<file path="src/sv/brd_pkg.sv">
// ----------------------------------------------------------------------------
// brd_pkg
// Types and constants shared by the battery report decoder modules.
// ----------------------------------------------------------------------------
package brd_pkg;

    typedef struct packed {
        logic [4:0] report_length;
        logic [7:0] device_byte;
        logic [7:0] feature_byte;
        logic [7:0] function_byte;
        logic [7:0] data_first;
        logic [7:0] data_second;
        logic [7:0] data_third;
    } report_t;

    typedef struct packed {
        logic [2:0]  outcome;
        logic [6:0]  percent;
        logic [2:0]  power_status;
        logic [15:0] millivolts;
        logic [7:0]  error_code;
    } result_t;

    typedef struct packed {
        logic [7:0] expected_device;
        logic [7:0] expected_feature;
        logic [1:0] battery_kind;
    } cfg_t;

    // register indexes
    localparam logic [1:0] CFG_EXPECTED_DEVICE  = 2'd0;
    localparam logic [1:0] CFG_EXPECTED_FEATURE = 2'd1;
    localparam logic [1:0] CFG_BATTERY_KIND     = 2'd2;

    // battery kinds
    localparam logic [1:0] KIND_LEVEL   = 2'd0;
    localparam logic [1:0] KIND_VOLTAGE = 2'd1;

    // outcomes
    localparam logic [2:0] OUTCOME_UNRELATED = 3'd0;
    localparam logic [2:0] OUTCOME_READING   = 3'd1;
    localparam logic [2:0] OUTCOME_SHORT     = 3'd2;
    localparam logic [2:0] OUTCOME_ERR10     = 3'd3;
    localparam logic [2:0] OUTCOME_ERR20     = 3'd4;

    // power status
    localparam logic [2:0] PWR_DISCHARGING  = 3'd0;
    localparam logic [2:0] PWR_CHARGING     = 3'd1;
    localparam logic [2:0] PWR_FULL         = 3'd2;
    localparam logic [2:0] PWR_NOT_CHARGING = 3'd3;
    localparam logic [2:0] PWR_UNKNOWN      = 3'd4;

    localparam logic [3:0] SOFTWARE_ID  = 4'hA;
    localparam logic [7:0] ERR_MARK_10  = 8'h8F;
    localparam logic [7:0] ERR_MARK_20  = 8'hFF;
    localparam logic [6:0] PERCENT_MAX  = 7'd100;
    localparam logic [4:0] LEN_MIN      = 5'd4;
    localparam logic [4:0] LEN_ERR_MIN  = 5'd6;
    localparam logic [4:0] LEN_FULL     = 5'd7;

    localparam int LUT_SIZE = 100;

    // discharge curve, millivolts at 100 % down to 1 %
    localparam logic [15:0] DISCHARGE_MV [LUT_SIZE] = '{
        16'd4186, 16'd4156, 16'd4143, 16'd4133, 16'd4122,
        16'd4113, 16'd4103, 16'd4094, 16'd4086, 16'd4075,
        16'd4067, 16'd4059, 16'd4051, 16'd4043, 16'd4035,
        16'd4027, 16'd4019, 16'd4011, 16'd4003, 16'd3997,
        16'd3989, 16'd3983, 16'd3976, 16'd3969, 16'd3961,
        16'd3955, 16'd3949, 16'd3942, 16'd3935, 16'd3929,
        16'd3922, 16'd3916, 16'd3909, 16'd3902, 16'd3896,
        16'd3890, 16'd3883, 16'd3877, 16'd3870, 16'd3865,
        16'd3859, 16'd3853, 16'd3848, 16'd3842, 16'd3837,
        16'd3833, 16'd3828, 16'd3824, 16'd3819, 16'd3815,
        16'd3811, 16'd3808, 16'd3804, 16'd3800, 16'd3797,
        16'd3793, 16'd3790, 16'd3787, 16'd3784, 16'd3781,
        16'd3778, 16'd3775, 16'd3772, 16'd3770, 16'd3767,
        16'd3764, 16'd3762, 16'd3759, 16'd3757, 16'd3754,
        16'd3751, 16'd3748, 16'd3744, 16'd3741, 16'd3737,
        16'd3734, 16'd3730, 16'd3726, 16'd3724, 16'd3720,
        16'd3717, 16'd3714, 16'd3710, 16'd3706, 16'd3702,
        16'd3697, 16'd3693, 16'd3688, 16'd3683, 16'd3677,
        16'd3671, 16'd3666, 16'd3662, 16'd3658, 16'd3654,
        16'd3646, 16'd3633, 16'd3612, 16'd3579, 16'd3537
    };

endpackage

</file>
<file path="src/sv/brd_mv_percent.sv">
// ----------------------------------------------------------------------------
// brd_mv_percent
// Converts millivolts to charge percent against the discharge curve.
// The curve falls strictly, so the percent is the count of points at or
// below the voltage.
// ----------------------------------------------------------------------------
module brd_mv_percent (
    input  logic [15:0] millivolts,
    output logic [6:0]  percent
);
    import brd_pkg::*;

    logic [LUT_SIZE-1:0] at_or_above;

    always_comb begin
        for (int i = 0; i < LUT_SIZE; i++) begin
            at_or_above[i] = (millivolts >= DISCHARGE_MV[i]);
        end
    end

    assign percent = 7'($countones(at_or_above));

endmodule

</file>
<file path="src/sv/brd_classify.sv">
// ----------------------------------------------------------------------------
// brd_classify
// Matches one report against the awaited request and decodes its fields.
// ----------------------------------------------------------------------------
module brd_classify (
    input  brd_pkg::report_t report,
    input  brd_pkg::cfg_t    cfg,
    output brd_pkg::result_t result
);
    import brd_pkg::*;

    logic [7:0]  req_func;
    logic [15:0] mv;
    logic [6:0]  mv_percent;
    logic        dev_match;
    logic        is_response;
    logic        is_error;
    logic        is_voltage;
    logic [2:0]  volt_status;
    logic [2:0]  lvl_status;

    assign req_func    = {3'b000, cfg.battery_kind[1], SOFTWARE_ID};
    assign mv          = {report.data_first, report.data_second};
    assign dev_match   = (report.device_byte == cfg.expected_device);
    assign is_voltage  = (cfg.battery_kind == KIND_VOLTAGE);
    assign is_response = (report.report_length >= LEN_MIN) && dev_match
                      && (report.feature_byte == cfg.expected_feature)
                      && (report.function_byte == req_func);
    assign is_error    = (report.report_length >= LEN_ERR_MIN) && dev_match
                      && ((report.feature_byte == ERR_MARK_10)
                          || (report.feature_byte == ERR_MARK_20))
                      && (report.function_byte == cfg.expected_feature)
                      && (report.data_first == req_func);

    brd_mv_percent u_mv_percent (
        .millivolts (mv),
        .percent    (mv_percent)
    );

    always_comb begin
        if (!report.data_third[7]) begin
            volt_status = PWR_DISCHARGING;
        end else begin
            case (report.data_third[2:0])
                3'd0:    volt_status = PWR_CHARGING;
                3'd1:    volt_status = PWR_FULL;
                3'd2:    volt_status = PWR_NOT_CHARGING;
                default: volt_status = PWR_UNKNOWN;
            endcase
        end
    end

    always_comb begin
        case (report.data_third)
            8'd0:    lvl_status = PWR_DISCHARGING;
            8'd1:    lvl_status = PWR_CHARGING;
            8'd2:    lvl_status = PWR_CHARGING;
            8'd3:    lvl_status = PWR_FULL;
            8'd4:    lvl_status = (cfg.battery_kind == KIND_LEVEL) ? PWR_CHARGING
                                                                   : PWR_NOT_CHARGING;
            default: lvl_status = PWR_NOT_CHARGING;
        endcase
    end

    always_comb begin
        result.outcome      = OUTCOME_UNRELATED;
        result.percent      = '0;
        result.power_status = PWR_UNKNOWN;
        result.millivolts   = '0;
        result.error_code   = '0;
        if (is_response) begin
            if (report.report_length < LEN_FULL) begin
                result.outcome = OUTCOME_SHORT;
            end else begin
                result.outcome = OUTCOME_READING;
                if (is_voltage) begin
                    result.millivolts   = mv;
                    result.percent      = mv_percent;
                    result.power_status = volt_status;
                end else begin
                    result.percent      = (report.data_first > 8'(PERCENT_MAX))
                                        ? PERCENT_MAX : report.data_first[6:0];
                    result.power_status = lvl_status;
                end
            end
        end else if (is_error) begin
            result.outcome    = (report.feature_byte == ERR_MARK_10) ? OUTCOME_ERR10
                                                                     : OUTCOME_ERR20;
            result.error_code = report.data_second;
        end
    end

endmodule

</file>
<file path="src/sv/battery_report_decoder.sv">
// ----------------------------------------------------------------------------
// battery_report_decoder
// Classifies received battery reports against the awaited request.
//
// Input channel s_*: one report per transfer (length and bytes 1 to 6).
// Result channel m_*: exactly one result per report, in order.
// Configuration channel cfg_*: index 0 device, 1 feature, 2 battery kind;
//   index 3 is ignored. cfg_ready is always high; write only while idle.
// Path: each report is held in the input register, decoded, and its
//   result loaded into the result register, which drives m_valid.
// Throughput: one report per cycle while m_ready is high; the decode,
//   including the 100 parallel discharge curve compares, sits between
//   the input and result registers.
// Stall: when m_ready is low the result register holds and the input
//   register still takes one more report; s_ready drops only when both
//   registers are full.
// Reset: both registers empty, device 1, feature 0, level kind.
// ----------------------------------------------------------------------------
module battery_report_decoder (
    input  logic              aclk,
    input  logic              aresetn,
    input  logic              s_valid,
    output logic              s_ready,
    input  brd_pkg::report_t  s_payload,
    output logic              m_valid,
    input  logic              m_ready,
    output brd_pkg::result_t  m_payload,
    input  logic              cfg_valid,
    output logic              cfg_ready,
    input  logic [1:0]        cfg_index,
    input  logic [7:0]        cfg_data
);
    import brd_pkg::*;

    cfg_t    cfg_reg;
    report_t in_reg;
    logic    in_valid_reg;
    result_t out_reg;
    logic    out_valid_reg;
    result_t result_next;
    logic    out_free;
    logic    s_xfer;
    logic    advance;

    assign cfg_ready = 1'b1;
    assign out_free  = !out_valid_reg || m_ready;
    assign s_ready   = !in_valid_reg || out_free;
    assign s_xfer    = s_valid && s_ready;
    assign advance   = in_valid_reg && out_free;
    assign m_valid   = out_valid_reg;
    assign m_payload = out_reg;

    brd_classify u_classify (
        .report (in_reg),
        .cfg    (cfg_reg),
        .result (result_next)
    );

    always_ff @(posedge aclk) begin
        if (!aresetn) begin
            cfg_reg.expected_device  <= 8'd1;
            cfg_reg.expected_feature <= 8'd0;
            cfg_reg.battery_kind     <= KIND_LEVEL;
        end else if (cfg_valid) begin
            case (cfg_index)
                CFG_EXPECTED_DEVICE:  cfg_reg.expected_device  <= cfg_data;
                CFG_EXPECTED_FEATURE: cfg_reg.expected_feature <= cfg_data;
                CFG_BATTERY_KIND:     cfg_reg.battery_kind     <= cfg_data[1:0];
                default: ;
            endcase
        end
    end

    always_ff @(posedge aclk) begin
        if (!aresetn) begin
            in_valid_reg <= 1'b0;
        end else if (s_xfer) begin
            in_valid_reg <= 1'b1;
        end else if (out_free) begin
            in_valid_reg <= 1'b0;
        end
    end

    always_ff @(posedge aclk) begin
        if (s_xfer) begin
            in_reg <= s_payload;
        end
    end

    always_ff @(posedge aclk) begin
        if (!aresetn) begin
            out_valid_reg <= 1'b0;
        end else if (advance) begin
            out_valid_reg <= 1'b1;
        end else if (m_ready) begin
            out_valid_reg <= 1'b0;
        end
    end

    always_ff @(posedge aclk) begin
        if (advance) begin
            out_reg <= result_next;
        end
    end

endmodule

</file>
<file path="config.mk">
export PLATFORM = sky130hd
export DESIGN_NAME = battery_report_decoder
export DESIGN_NICKNAME = d
export VERILOG_FILES = /design/src/sv/brd_pkg.sv /design/src/sv/brd_mv_percent.sv /design/src/sv/brd_classify.sv /design/src/sv/battery_report_decoder.sv
export SDC_FILE = /design/constraint.sdc
export NUM_CORES = 1
export LEC_CHECK = 0
export BUFFER_PORTS_ARGS = -buffer_cell sky130_fd_sc_hd__buf_2
export CAP_MARGIN = 5
export CORE_AREA = 10 10 129 154
export CTS_BUF_LIST = sky130_fd_sc_hd__clkbuf_8
export CTS_CLUSTER_SIZE = 12
export DETAILED_ROUTE_END_ITERATION = 16
export DIE_AREA = 0 0 139 164
export GPL_TIMING_DRIVEN = 0
export PLACE_DENSITY_LB_ADDON = 0.3
export SLEW_MARGIN = 25
export SYNTH_ARGS = -nofsm -noshare
export SYNTH_HDL_FRONTEND = slang
export SYNTH_SLANG_ARGS = --single-unit
</file>
<file path="constraint.sdc">
create_clock -name aclk -period 11.65 [get_ports aclk]
set_clock_uncertainty 0.15 [all_clocks]
set_input_delay 2.33 -clock aclk [delete_from_list [all_inputs] [get_ports aclk]]
set_output_delay 2.33 -clock aclk [all_outputs]
set_load 0.005 [all_outputs]
</file>
# After elaboration in Yosys (flattened, before gate mapping)
# Cells that the tools add are included.
[totals] ff_bits=110 latch_bits=0 ram_bits=0 rom_bits=0 input_bits=68 wordCells=280 mem_count=0
[classes] n_addsub=99 mul=0 div=0 magnitude_cmp=104 n_eq_ne=16 shift=0 muxes=14 n_bitwise=3 n_reduce_logical=27
[op_table] operator="$ge 16x12->1 const B" count=93
[op_table] operator="$ge 16x13->1 const B" count=7
[op_table] operator="$add 1x1->2" count=50
[op_table] operator="$add 2x2->3" count=25
[op_table] operator="$add 3x3->4" count=12
[op_table] operator="$add 4x4->5" count=6
[op_table] operator="$eq 8x8->1" count=3
[op_table] operator="$add 5x5->6" count=3
[op_table] operator="$eq 8x2->1 const B" count=2
[op_table] operator="$eq 8x5->1" count=2
[op_table] operator="$eq 8x8->1 const B" count=2
[op_table] operator="$mux 3" count=4
[op_table] operator="$pmux 3 s4" count=1
[op_table] operator="$ge 5x3->1 const B" count=2
[op_table] operator="$mux 10" count=1
[op_table] operator="$logic_and 1x1->1" count=9
[op_table] operator="$pmux 3 s3" count=1
[op_table] operator="$eq 8x1->1 const B" count=1
[op_table] operator="$eq 8x3->1 const B" count=1
[op_table] operator="$gt 8x7->1 const B" count=1
[op_table] operator="$logic_not 8->1" count=1
[op_table] operator="$add 6x3->7" count=1
[op_table] operator="$add 6x6->7" count=1
[op_table] operator="$add 7x7->7" count=1
[op_table] operator="17 further kinds" count=33

# Logic depth before layout (Yosys ltp)
# Gate-level depths: netlist of run 1.
[logic_depth] word_depth=9 depth_mapped=30 ltp_nobuf=27

# By module
# From an unflattened synthesis of run 1, not the netlist that was laid out.
[unflattened] cells_unflattened=830 hier_area_um2=8685.8
[by_module_without_submodules] mod="brd_mv_percent" n_inst=1 cells_per_inst=525 area_per_inst_um2=4276.6 seq_area_each_um2=0.0
[by_module_without_submodules] mod="battery_report_decoder" n_inst=1 cells_per_inst=172 area_per_inst_um2=3517.1 seq_area_each_um2=3103.0
[by_module_without_submodules] mod="brd_classify" n_inst=1 cells_per_inst=133 area_per_inst_um2=892.1 seq_area_each_um2=0.0

# Worst setup path before layout of run 1
# No wires, ideal clock.
[synth_timing] path_type="register to register" startpoint="register in_reg[20] in the netlist's numbering" endpoint="register out_reg (netlist bit m_payload[33]) (data pin)" setup_ns=0.259 arrival_ns=8.023 slack_ns=3.218 path_stages_with_launch=31 path_buffers=3 path_cell_list="edfxtp_1 -> or4_1 -> buf_2 -> or3_1 -> buf_2 -> or2_1 -> buf_6 -> nand2_4 -> a21oi_1 -> fa_1 -> inv_1 -> fa_1 -> fa_1 -> inv_1 -> fa_1 -> fa_1 -> fa_1 -> inv_1 -> fa_1 -> inv_1 -> fa_1 -> fa_1 -> inv_1 -> ha_1 -> inv_1 -> fa_1 -> nor2b_1 -> nor3_1 -> o21bai_1 -> mux2i_1 -> nor4_1"
[synth_between] elab_chain_len=9 elab_cells_between_ends=202 classes_between="99 x add/sub; 101 x order compare; 2 x mux"
[synth_rtl] element="from (decl)" line_no="battery_report_decoder.sv:36" source="report_t in_reg;"
[synth_rtl] element="from (signal assigned)" line_no="battery_report_decoder.sv:86" source="in_reg <= s_payload;"
[synth_rtl] element="$ge 16x13->1 / $ge 16x12->1 (equally long branches)" line_no="brd_mv_percent.sv:17" source="at_or_above[i] = (millivolts >= DISCHARGE_MV[i]);"
[synth_rtl] element="$add 1x1->2 (implied by the code)" line_no="brd_mv_percent.sv:21" source="assign percent = 7'($countones(at_or_above));"
[synth_rtl] element="$add 2x2->3 (implied by the code)" line_no="brd_mv_percent.sv:21"
[synth_rtl] element="$add 3x3->4 (implied by the code)" line_no="brd_mv_percent.sv:21"
[synth_rtl] element="$add 4x4->5 (implied by the code)" line_no="brd_mv_percent.sv:21"
[synth_rtl] element="$add 5x5->6 (implied by the code)" line_no="brd_mv_percent.sv:21"
[synth_rtl] element="$add 6x6->7 (implied by the code) / $add 6x3->7 (equally long branches)" line_no="brd_mv_percent.sv:21"
[synth_rtl] element="$add 7x7->7 (implied by the code)" line_no="brd_mv_percent.sv:21"
[synth_rtl] element="$mux 10 (*)" line_no="brd_classify.sv:76" source="if (is_voltage) begin"
[synth_rtl] element="to (signal assigned)" line_no="battery_report_decoder.sv:102" source="out_reg <= result_next;"
[synth_rtl] element="to (decl)" line_no="battery_report_decoder.sv:38" source="result_t out_reg;"
# Every way passes the cells marked *; elsewhere a longest branch is shown, timed or not.
# A chain may end at the register's enable or synchronous reset.

# Final worst setup path of run 1
# Same ends and word-level chain as after synthesis.

==> results.ini, run 1 <==
[synthesis]
yosys.area_share.adder_pct=24.16
synth_area_mm2=0.008274
synth_edf_count=90
ys_ff_latch=110
ys_seq_area_share_pct=37.50
synth_top_family_by_area=adder cells
synthMuxAreaShare_pct=2.299
synth_xor_area_share_pct=2.964
synth-async-reset-ratio_pct=0
syn_inst=808
syn_nets=983
synth_compound_gate_area_share_pct=12.20
synthFlopType=edfxtp_1
synth.distinct_cells=58
synth_warnings=0
syn_area_per_cell_um2=10.24
synth-simple-area-share_pct=14.67

[clock_tree]
clk_pin_slew_worst_paths_ps=110
htree_levels=3
numCtsBuffers=9
clockRootBuffer=clkbuf_8
cts_setup_buffers=0
max-clock-path-buffers=2
clk_latency_ps=390
ctsResizeCount=0
clock_sinks=110
holdBufCountCts=0
tritoncts=yes

[cells_and_area]
layout-drive-gt1-share_pct=14.62
final_common_cell=buf_2
final.fill_count=1547
largest_reg_flops=53
final_core_util_pct=55.49
fin_area_mm2=0.009314
syn_to_final_growth_pct=12.57
nets=1100
diodes=0
final_cell_mix=buf_2 (107), edfxtp_1 (90), fa_1 (88), inv_1 (82), nor2_1 (74)

[place]
portBuffers=105
place_congestion=0.9978
placed_area_mm2=0.009114
hpwlAfterDp_um=20750

[power_and_ir_drop]
ir_worst_vdd_mv=0.2300
comb_power_share_pct=63.5
pwr-share-clk_pct=12.0
p_leak_nw=3.678
switching_share_pct=44.01
internal-power_w=0.001046
p_seq_share_pct=24.4
pwr_density_cell_mw_per_mm2=200.6
p_switching_w=0.0008221
power_w=0.001868

[setup_path]
cpLargestDelayFamily=adder cells
critPathSlowestCell=nor3_2
required_ps=11710
cp.buffers_inverters=7
critical_path_class=reg -> reg
cp_max_fo=10
max_stage_delay_ps=690
timing.critical_path.mode_cell=fa_1
startpoint_type=register
arrival_ps=9440
critPathCaptureType=register

[floorplan]
rows=52
die_area_mm2=0.02280
die_w_um=139
die_h_um=164
ios=108
core_area_mm2=0.01679
initial_core_util_pct=49.29

[timing]
final.setup.tns_ps=0
worst_hold_slack_ps=358.5
setup_viol=0
tightest_slew_ps=967.8
rsz0062_at_grt=false
fin_crit_sh_pct=80.59
fmax_mhz=106.5
drv_slew=0
slew_headroom_pct=34.80
period_needed_ps=9388
hold_viol=0

[detailed_routing]
avgViaCountPerCell=5.654
vias=6480
drc_errors=0
wirelength_um=25290
drtAntennaViolNets=0
wl_per_cell_um=22.07
drt_first_pass_iters=5
drtIter0Drc=415

[global_route]
grt_pass1_vias=6912
grt_max_degree=54
antenna_found_initial=1
overflow=0
grt_pass1_wl_um=39900
track_usage_pct=22.56

[hold_path]
hold_class=reg -> reg

[run_status]
outcome=finished clean

[flow_run]
drv_cap=0

-- worst min-delay path, cell delays in order (launching register included) --
cell,delay [ps]
dfxtp_1,350
mux2i_1,70
nand2_1,60
-- power by group through the flow --
stage	Clock, W	Combinational (W)	Sequential (W)
after floorplan	0	0.000909	0.000463
after global placement	0	0.00116	0.000466
after detailed placement	0	0.00117	0.000465
after CTS	0.000231	0.00119	0.000456
after global routing	0.000249	0.00137	0.000459
final	0.000225	0.00119	0.000456
-- synthesized netlist by cell type (all sizes together) (20+ instances only) --
cell type	count	area share, %
edfxtp	90	33
nor3	23	1.5
o21ai	69	4.2
nor2b	24	1.8
nand2	35	1.7
dfxtp	20	4.8
nor2	74	3.4
inv	82	3.7
fa	88	21
a21oi	49	3.0
and2	27	2.0
clkbuf	43	2.0
xor2	28	3.0
-- cell families after synthesis --
logic type	after synthesis
adder cells (fa/ha/maj)	107
AND/OR/NAND/NOR	239
flip-flops	110
XOR/XNOR	28
multiplexers	19
other	1
buffers and inverters	132
AO/OA/AOI/OAI	172
-- metal layers --
layer	up-vias	GRT usage [%]	part of all wire [%]
li1	2987	-	-
met1	3153	25.90	39
met2	280	39.31	50
met3	60	5.690	6.9
met4	0	9.639	4.4
met5	-	0	0
-- worst paths after layout --
path	slack [ps]	start	cells past startpoint	end
worst min register to register	360	cfg_reg[10]	2	cfg_reg[10]
worst min-delay path	360	cfg_reg[10]	2	cfg_reg[10]
worst max register to register	2260	in_reg[20]	28	m_payload[33]
worst max-delay path	2260	in_reg[20]	28	m_payload[33]
-- per-stage QoR --
step / setup WS, ps / cells
global route: 1815 / 1146
global placement: 2315 / 1129
finish: 2262 / 1146
floorplan: 3218 / 808
CTS: 2299 / 1146
detailed placement: 2336 / 1130
-- area by class of cell --
cell class / count / area (um2) / share of cell area (%)
buffer: 50 / 201.4 / 2.163
multi-input combinational: 566 / 4678 / 50.23
tap: 216 / 270.3 / 2.902
inverter: 82 / 307.8 / 3.305
clock buffer: 10 / 137.6 / 1.478
timing repair buffer: 106 / 553.0 / 5.938
clock inverter: 6 / 62.56 / 0.6717
sequential: 110 / 3103 / 33.32
Power figures use the tool's default switching activity.
==> run 2: changes to the inputs <==
--- a/config.mk
+++ b/config.mk
@@ -5,13 +5,14 @@
 export SDC_FILE = /design/constraint.sdc
 export NUM_CORES = 1
 export LEC_CHECK = 0
+export ABC_AREA = 1
 export BUFFER_PORTS_ARGS = -buffer_cell sky130_fd_sc_hd__buf_2
 export CAP_MARGIN = 5
-export CORE_AREA = 10 10 129 154
+export CORE_AREA = 10 10 130 156
 export CTS_BUF_LIST = sky130_fd_sc_hd__clkbuf_8
 export CTS_CLUSTER_SIZE = 12
 export DETAILED_ROUTE_END_ITERATION = 16
-export DIE_AREA = 0 0 139 164
+export DIE_AREA = 0 0 140 166
 export GPL_TIMING_DRIVEN = 0
 export PLACE_DENSITY_LB_ADDON = 0.3
 export SLEW_MARGIN = 25
==> constraint.sdc (replaced) <==
create_clock -name aclk -period 7.6 [get_ports aclk]
set_clock_uncertainty 0.15 [all_clocks]
set_input_delay 1.52 -clock aclk [delete_from_list [all_inputs] [get_ports aclk]]
set_output_delay 1.52 -clock aclk [all_outputs]
set_load 0.005 [all_outputs]
==> run 2 against run 1 <==
  * The flow now finishes with violations (setup timing)
  * Worst setup slack got worse by 2600 ps
  * Hold slack got worse by 23 ps
  * Die area rose by 1.9%
  * Critical path type unchanged
  * Critical endpoint unchanged
==> results.ini, run 2 <==
[run_status]
outcome=finished, violations left
violations=setup timing

[cells_and_area]
seq_area_mm2=0.003103  ; unchanged
largest_reg_flops=53  ; unchanged
multi_input_comb_area_mm2=0.004946  ; +5.7%
final.fill_count=1526  ; -1.4%
nets=1274  ; +16%
layout-drive-gt1-share_pct=31.34  ; +17 points
final_cell_mix=inv_1 (130), nand2_1 (128), buf_2 (109), nor2_1 (94), edfxtp_1 (90)
syn_to_final_growth_pct=23.91
fin_area_mm2=0.01043  ; +12%
diodes=0  ; unchanged
final_common_cell=inv_1

[synthesis]
synth-async-reset-ratio_pct=0  ; unchanged
synth_top_area_share_pct=32.12  ; -0.54 points
yosysTopAreaCell=edfxtp_1
syn_nets=1101  ; +12%
synth_warnings=0  ; unchanged
synth_most_common_cell=inv_1
synth_area_mm2=0.008414  ; +1.7%
ys_seq_area_share_pct=36.88  ; -0.62 points
ys_ff_latch=110  ; unchanged
synthTopCellsByArea=edfxtp_1 (32%), fa_1 (21%), inv_1 (6.9%), nand2_1 (6.4%), nor2_1 (5.2%)
synth_common_cells=inv_1 (155), nand2_1 (143), nor2_1 (117)
synth_edf_count=90  ; unchanged
synthFlopType=edfxtp_1
synth.distinct_cells=45  ; -22%
syn_area_per_cell_um2=9.087  ; -11%
syn_inst=926  ; +15%

[floorplan]
core_area_mm2=0.01724  ; +2.7%
die_h_um=166  ; +1.2%
ios=108  ; unchanged
initial_core_util_pct=48.80  ; -0.49 points
die_area_mm2=0.02324  ; +1.9%
rows=53  ; +1.9%
die_w_um=140  ; +0.72%

[place]
place_worst_setup_slack_ps=-846.3  ; -3182 ps
place_congestion=1.041  ; +4.3%
portBuffers=106  ; +0.95%
hpwlAfterDp_um=22040  ; +6.2%
placed_area_mm2=0.009279  ; +1.8%

[timing]
setup_viol=6  ; +6
hold_viol=0  ; unchanged
slew_headroom_pct=56.37  ; +22 points
final.setup.tns_ps=-1191  ; -1191 ps
drv_slew=0  ; unchanged
period_needed_ps=7957  ; -1431 ps
tightest_slew_ps=653.0  ; -314.8 ps
final.setup.worst_slack_ps=-357.2  ; -2619 ps
fin_crit_sh_pct=104.7  ; +24 points
rsz0062_at_grt=true
fmax_mhz=125.7  ; +18%

[clock_tree]
tritoncts=yes
holdBufCountCts=0  ; unchanged
htree_levels=3  ; unchanged
clk_latency_ps=410  ; +20 ps
numCtsBuffers=9  ; unchanged
clockRootBuffer=clkbuf_8
clock_sinks=110  ; unchanged
max-clock-path-buffers=2  ; unchanged
clk_pin_slew_worst_paths_ps=120  ; about the same

[power_and_ir_drop]
ir_worst_vdd_mv=0.8461  ; +270%
p_leak_nw=4.389  ; +19%
pwr_density_cell_mw_per_mm2=413.3  ; +110%

[detailed_routing]
wl_per_cell_um=21.01  ; -4.8%
drc_errors=0  ; unchanged
vias=7185  ; +11%
drtIter0Drc=480  ; +16%
drt_first_pass_iters=5  ; unchanged
avgViaCountPerCell=5.427  ; -4.0%
wirelength_um=27820  ; +10%
drtAntennaViolNets=0  ; unchanged

[global_route]
overflow=0  ; unchanged
grt_pass1_vias=7641  ; +11%
grt_pass1_wl_um=42810  ; +7.3%
track_usage_pct=23.74  ; +1.2 points
antenna_found_initial=0  ; -1
grt_max_degree=29  ; -46%

[setup_path]
critPathLaunch=in_reg[23]
timing.rr.start=in_reg[23]
critPathCaptureType=register
cp_max_fo=3  ; -7
required_ps=7620  ; -4090 ps
critical_path_class=reg -> reg
cp.buffers_inverters=7  ; unchanged
critPathSlowestCell=fa_2
arrival_ps=7980  ; -1460 ps
max_stage_delay_ps=570  ; -120 ps
cpLargestDelayFamily=adder cells
startpoint_type=register

[flow_run]
drv_cap=0  ; unchanged

[hold_path]
worstHoldStart=cfg_reg[0]
hold_class=reg -> reg

-- run 2: through the flow --
step,hold WS (ps),power (W),instances,utilization [%]
after floorplan,293.1,0.002494,926,-
after CTS,342.3,0.003685,1311,58.65
after detailed placement,323.2,0.002960,1254,53.82
final,335.8,0.004309,1324,60.47
after global routing,358.3,0.004737,1324,60.47
after global placement,307.4,0.002940,1252,53.48
-- run 2: final cells by class --
cell class | instances | area share, %
multi-input combinational | 629 | 47.44
sequential | 110 | 29.76
timing repair buffer | 161 | 9.768
inverter | 165 | 6.180
tap | 220 | 2.640
buffer | 23 | 2.052
clock buffer | 9 | 1.188
clock inverter | 7 | 0.9720
-- run 2: kinds of logic (layout without fill, tap and decap cells) --
| family | count (synthesis) | in the layout | share of synthesized area [%] |
|---|---|---|---|
| AO/OA/AOI/OAI | 179 | 179 | 11.45 |
| XOR/XNOR | 11 | 11 | 1.145 |
| adder cells (fa/ha/maj) | 107 | 107 | 23.76 |
| buffers and inverters | 188 | 365 | 9.294 |
| flip-flops | 110 | 110 | 36.88 |
| other | 1 | 1 | 0.04457 |
| AND/OR/NAND/NOR | 330 | 331 | 17.43 |
-- run 2: routing by layer --
layer  global-route usage [%]  share of wire [%]  vias up
met5                        0                  0        -
met4                    11.92                5.6        0
met3                    4.634                5.9       90
met2                    42.85                 52      287
met1                    25.63                 37     3470
li1                         -                  -     3338
-- run 2: path summary, 6_finish.rpt --
kind | to | slack, ps | cells after the start
worst min register to register | cfg_reg[0] | 340 | 2
worst min-delay path | cfg_reg[0] | 340 | 2
worst max-delay path | m_payload[33] | -360 | 31
worst max register to register | m_payload[33] | -360 | 31
-- run 2: worst register-to-register path: cells and delay by family (launching register included) --
kind | cells | cell delay, ps
simple gates | 11 | 1200
buf+inv | 7 | 520
flops | 1 | 450
compound gates | 2 | 300
fa+ha+maj | 11 | 5090
-- run 2: power breakdown --
group | internal [W] | total (W) | switching, W
Combinational | 0.00155 | 0.00322 | 0.00167
Clock | 0.000140 | 0.000391 | 0.000251
Sequential | 0.000684 | 0.000702 | 0.0000179
Total | 0.00237 | 0.00431 | 0.00194
-- run 2: timing repair --
item,in CTS,in global routing
gates cloned,1,0
pin swaps,38,44
gates resized for setup,97,65
buffers inserted,40,13
endpoints found under the setup margin,7,6
==> run 3: changes to the inputs <==
--- a/config.mk
+++ b/config.mk
@@ -8,14 +8,15 @@
 export ABC_AREA = 1
 export BUFFER_PORTS_ARGS = -buffer_cell sky130_fd_sc_hd__buf_2
 export CAP_MARGIN = 5
-export CORE_AREA = 10 10 130 156
+export CORE_AREA = 10 10 136 163
 export CTS_BUF_LIST = sky130_fd_sc_hd__clkbuf_8
 export CTS_CLUSTER_SIZE = 12
 export DETAILED_ROUTE_END_ITERATION = 16
-export DIE_AREA = 0 0 140 166
+export DIE_AREA = 0 0 146 173
 export GPL_TIMING_DRIVEN = 0
 export PLACE_DENSITY_LB_ADDON = 0.3
 export SLEW_MARGIN = 25
 export SYNTH_ARGS = -nofsm -noshare
 export SYNTH_HDL_FRONTEND = slang
+export SYNTH_HIERARCHICAL = 1
 export SYNTH_SLANG_ARGS = --single-unit
==> run 3 against run 2 <==
  * The flow still finishes with violations (setup timing)
  * Critical endpoint is now m_payload[33]
  * Synthesized cell count rose by 25%
  * First-iteration DRC count rose by 15%
  * Highest routed layer unchanged
  * Non-clock buffer count is 39 higher
==> results.ini, run 3 <==
[detailed_routing]
avgViaCountPerCell=5.133  ; -5.4%
vias=8326  ; +16%
drtIter0Drc=553  ; +15%
wl_per_cell_um=19.01  ; -9.5%
wirelength_um=30830  ; +11%
drtAntennaViolNets=0  ; unchanged
drc_errors=0  ; unchanged
drt_first_pass_iters=5  ; unchanged

[synthesis]
synth_common_cells=nand2_1 (321), inv_1 (217), nor2_1 (128)
synth.distinct_cells=35  ; -22%
synthTopCellsByArea=edfxtp_1 (29%), fa_1 (19%), nand2_1 (13%), inv_1 (8.7%), nor2_1 (5.1%)
synth_warnings=6  ; +6
synthFlopType=edfxtp_1
synth_most_common_cell=nand2_1
ys_ff_latch=110  ; unchanged
syn_area_per_cell_um2=8.060  ; -11%
synth_edf_count=90  ; unchanged
syn_nets=1334  ; +21%
yosysTopAreaCell=edfxtp_1
syn_inst=1159  ; +25%
synth_area_mm2=0.009341  ; +11%
ys_seq_area_share_pct=33.22  ; -3.7 points
synth_top_area_share_pct=28.93  ; -3.2 points
synth-async-reset-ratio_pct=0  ; unchanged

[global_route]
overflow=0  ; unchanged
track_usage_pct=24.36  ; +0.62 points
grt_max_degree=54  ; +86%
antenna_found_initial=0  ; unchanged
grt_pass1_vias=8811  ; +15%
grt_pass1_wl_um=48230  ; +13%

[timing]
drv_slew=0  ; unchanged
final.setup.worst_slack_ps=-151.9  ; +205.4 ps
hold_viol=0  ; unchanged
tightest_slew_ps=681.5  ; +28.43 ps
fin_crit_sh_pct=102.0  ; -2.7 points
slew_headroom_pct=54.57  ; -1.8 points
fmax_mhz=129.0  ; +2.6%
setup_viol=4  ; -2
period_needed_ps=7752  ; -205.4 ps
rsz0062_at_grt=true

[cells_and_area]
final_cell_mix=nand2_1 (285), inv_1 (188), nor2_1 (111), buf_2 (109), edfxtp_1 (90)
final_core_util_pct=63.06  ; +2.6 points
diodes=0  ; unchanged
multi_input_comb_area_mm2=0.005675  ; +15%
nets=1536  ; +21%
final.fill_count=1649  ; +8.1%
largest_reg_flops=53  ; unchanged
layout-drive-gt1-share_pct=32.65  ; +1.3 points
syn_to_final_growth_pct=26.83
final_common_cell=nand2_1
fin_area_mm2=0.01185  ; +14%
seq_area_mm2=0.003103  ; unchanged

[run_status]
outcome=finished, violations left
violations=setup timing

[power_and_ir_drop]
pwr_density_cell_mw_per_mm2=386.4  ; -6.5%
p_leak_nw=5.492  ; +25%
ir_worst_vdd_mv=0.8649  ; +2.2%

[place]
placed_area_mm2=0.01022  ; +10%
portBuffers=104  ; -1.9%
hpwlAfterDp_um=24070  ; +9.2%
place_congestion=1.044  ; +0.23%

[floorplan]
ios=108  ; unchanged
initial_core_util_pct=49.72  ; +0.92 points
die_w_um=146  ; +4.3%
core_area_mm2=0.01879  ; +9.0%
die_area_mm2=0.02526  ; +8.7%
die_h_um=173  ; +4.2%
rows=55  ; +3.8%

[setup_path]
max_stage_delay_ps=560  ; about the same
cp.buffers_inverters=12  ; +5
required_ps=7600  ; -20 ps
critPathSlowestCell=fa_2
cpLargestDelayFamily=adder cells
startpoint_type=register
cp_max_fo=7  ; +4
arrival_ps=7760  ; -220 ps
critical_path_class=reg -> reg
critPathCaptureType=register

[clock_tree]
clockRootBuffer=clkbuf_8
max-clock-path-buffers=2  ; unchanged
htree_levels=3  ; unchanged
clk_pin_slew_worst_paths_ps=120  ; about the same
numCtsBuffers=9  ; unchanged
holdBufCountCts=0  ; unchanged
clk_latency_ps=390  ; -20 ps
clock_sinks=110  ; unchanged
tritoncts=yes

[hold_path]
hold_class=reg -> reg

[flow_run]
drv_cap=0  ; unchanged

==> run 3: path summary, 6_finish.rpt <==
check                            startpoint             to  slack (ps)  cells past startpoint
worst max-delay path             in_reg[16]  m_payload[33]        -150                     33
worst min-delay path            cfg_reg[10]    cfg_reg[10]         340                      2
worst max register to register   in_reg[16]  m_payload[33]        -150                     33
worst min register to register  cfg_reg[10]    cfg_reg[10]         340                      2
==> run 3: area by class of cell <==
class,instances,area share [%]
repair buffers,194,11.27
plain buffers,29,2.461
flip-flops and latches,110,26.19
clock inverters,7,0.9294
multi-input cells,785,47.90
clock buffers,9,1.046
well taps,256,2.704
inverters,232,7.498
==> run 3: layer usage <==
layer  global-route usage [%]  share of wire, %  vias to the layer above
li1                         -                 -                     3934
met2                    44.45                52                      346
met1                    26.83                37                     3958
met4                    11.40               5.4                        0
met5                        0                 0                        -
met3                    4.074               5.7                       88
==> run 3: kinds of logic after synthesis <==
kind of cell	after synthesis	synth area share, %
DFF	110	33.22
xor gates and xnor gates	11	1.031
AOI/OAI and AO/OA	100	5.760
and+or+nand+nor	566	26.71
buffers and inverters	264	11.84
other	1	0.04014
adders and majority gates	107	21.40
==> run 3: through the flow <==
step           TNS, ps  total power (W)  cells  hold WS, ps  worst slack [ps]
4_1_cts         -549.5         0.004261   1602        348.9            -185.5
5_1_grt          -1477         0.004982   1622        409.0            -373.2
2_1_floorplan        0         0.002665   1159        297.3             176.9
3_5_place_dp     -3307         0.003383   1520        323.3            -795.1
3_3_place_gp     -3304         0.003339   1519        301.9            -808.0
6_report        -383.3         0.004578   1622        342.8            -151.9
==> run 3: repair_timing <==
item                       in CTS  in global routing
pin swaps                      72                 40
setup endpoints to repair       7                  6
resized for setup             144                 77
setup buffers                  66                 23
hold endpoints to repair        0                  0
==> run 3: where the power goes <==
part	internal [W]	switching [W]	leakage, nW
Combinational	0.00150	0.00196	4.35
Sequential	0.000684	0.0000211	1.02
Clock	0.000168	0.000236	0.117
Total	0.00236	0.00222	5.49
==> run 3: worst min-delay path: cells and delay by family, from the launching register on <==
kind / cells / cell delay [ps]
AND/OR/NAND/NOR: 2 / 110
flip-flops: 1 / 340
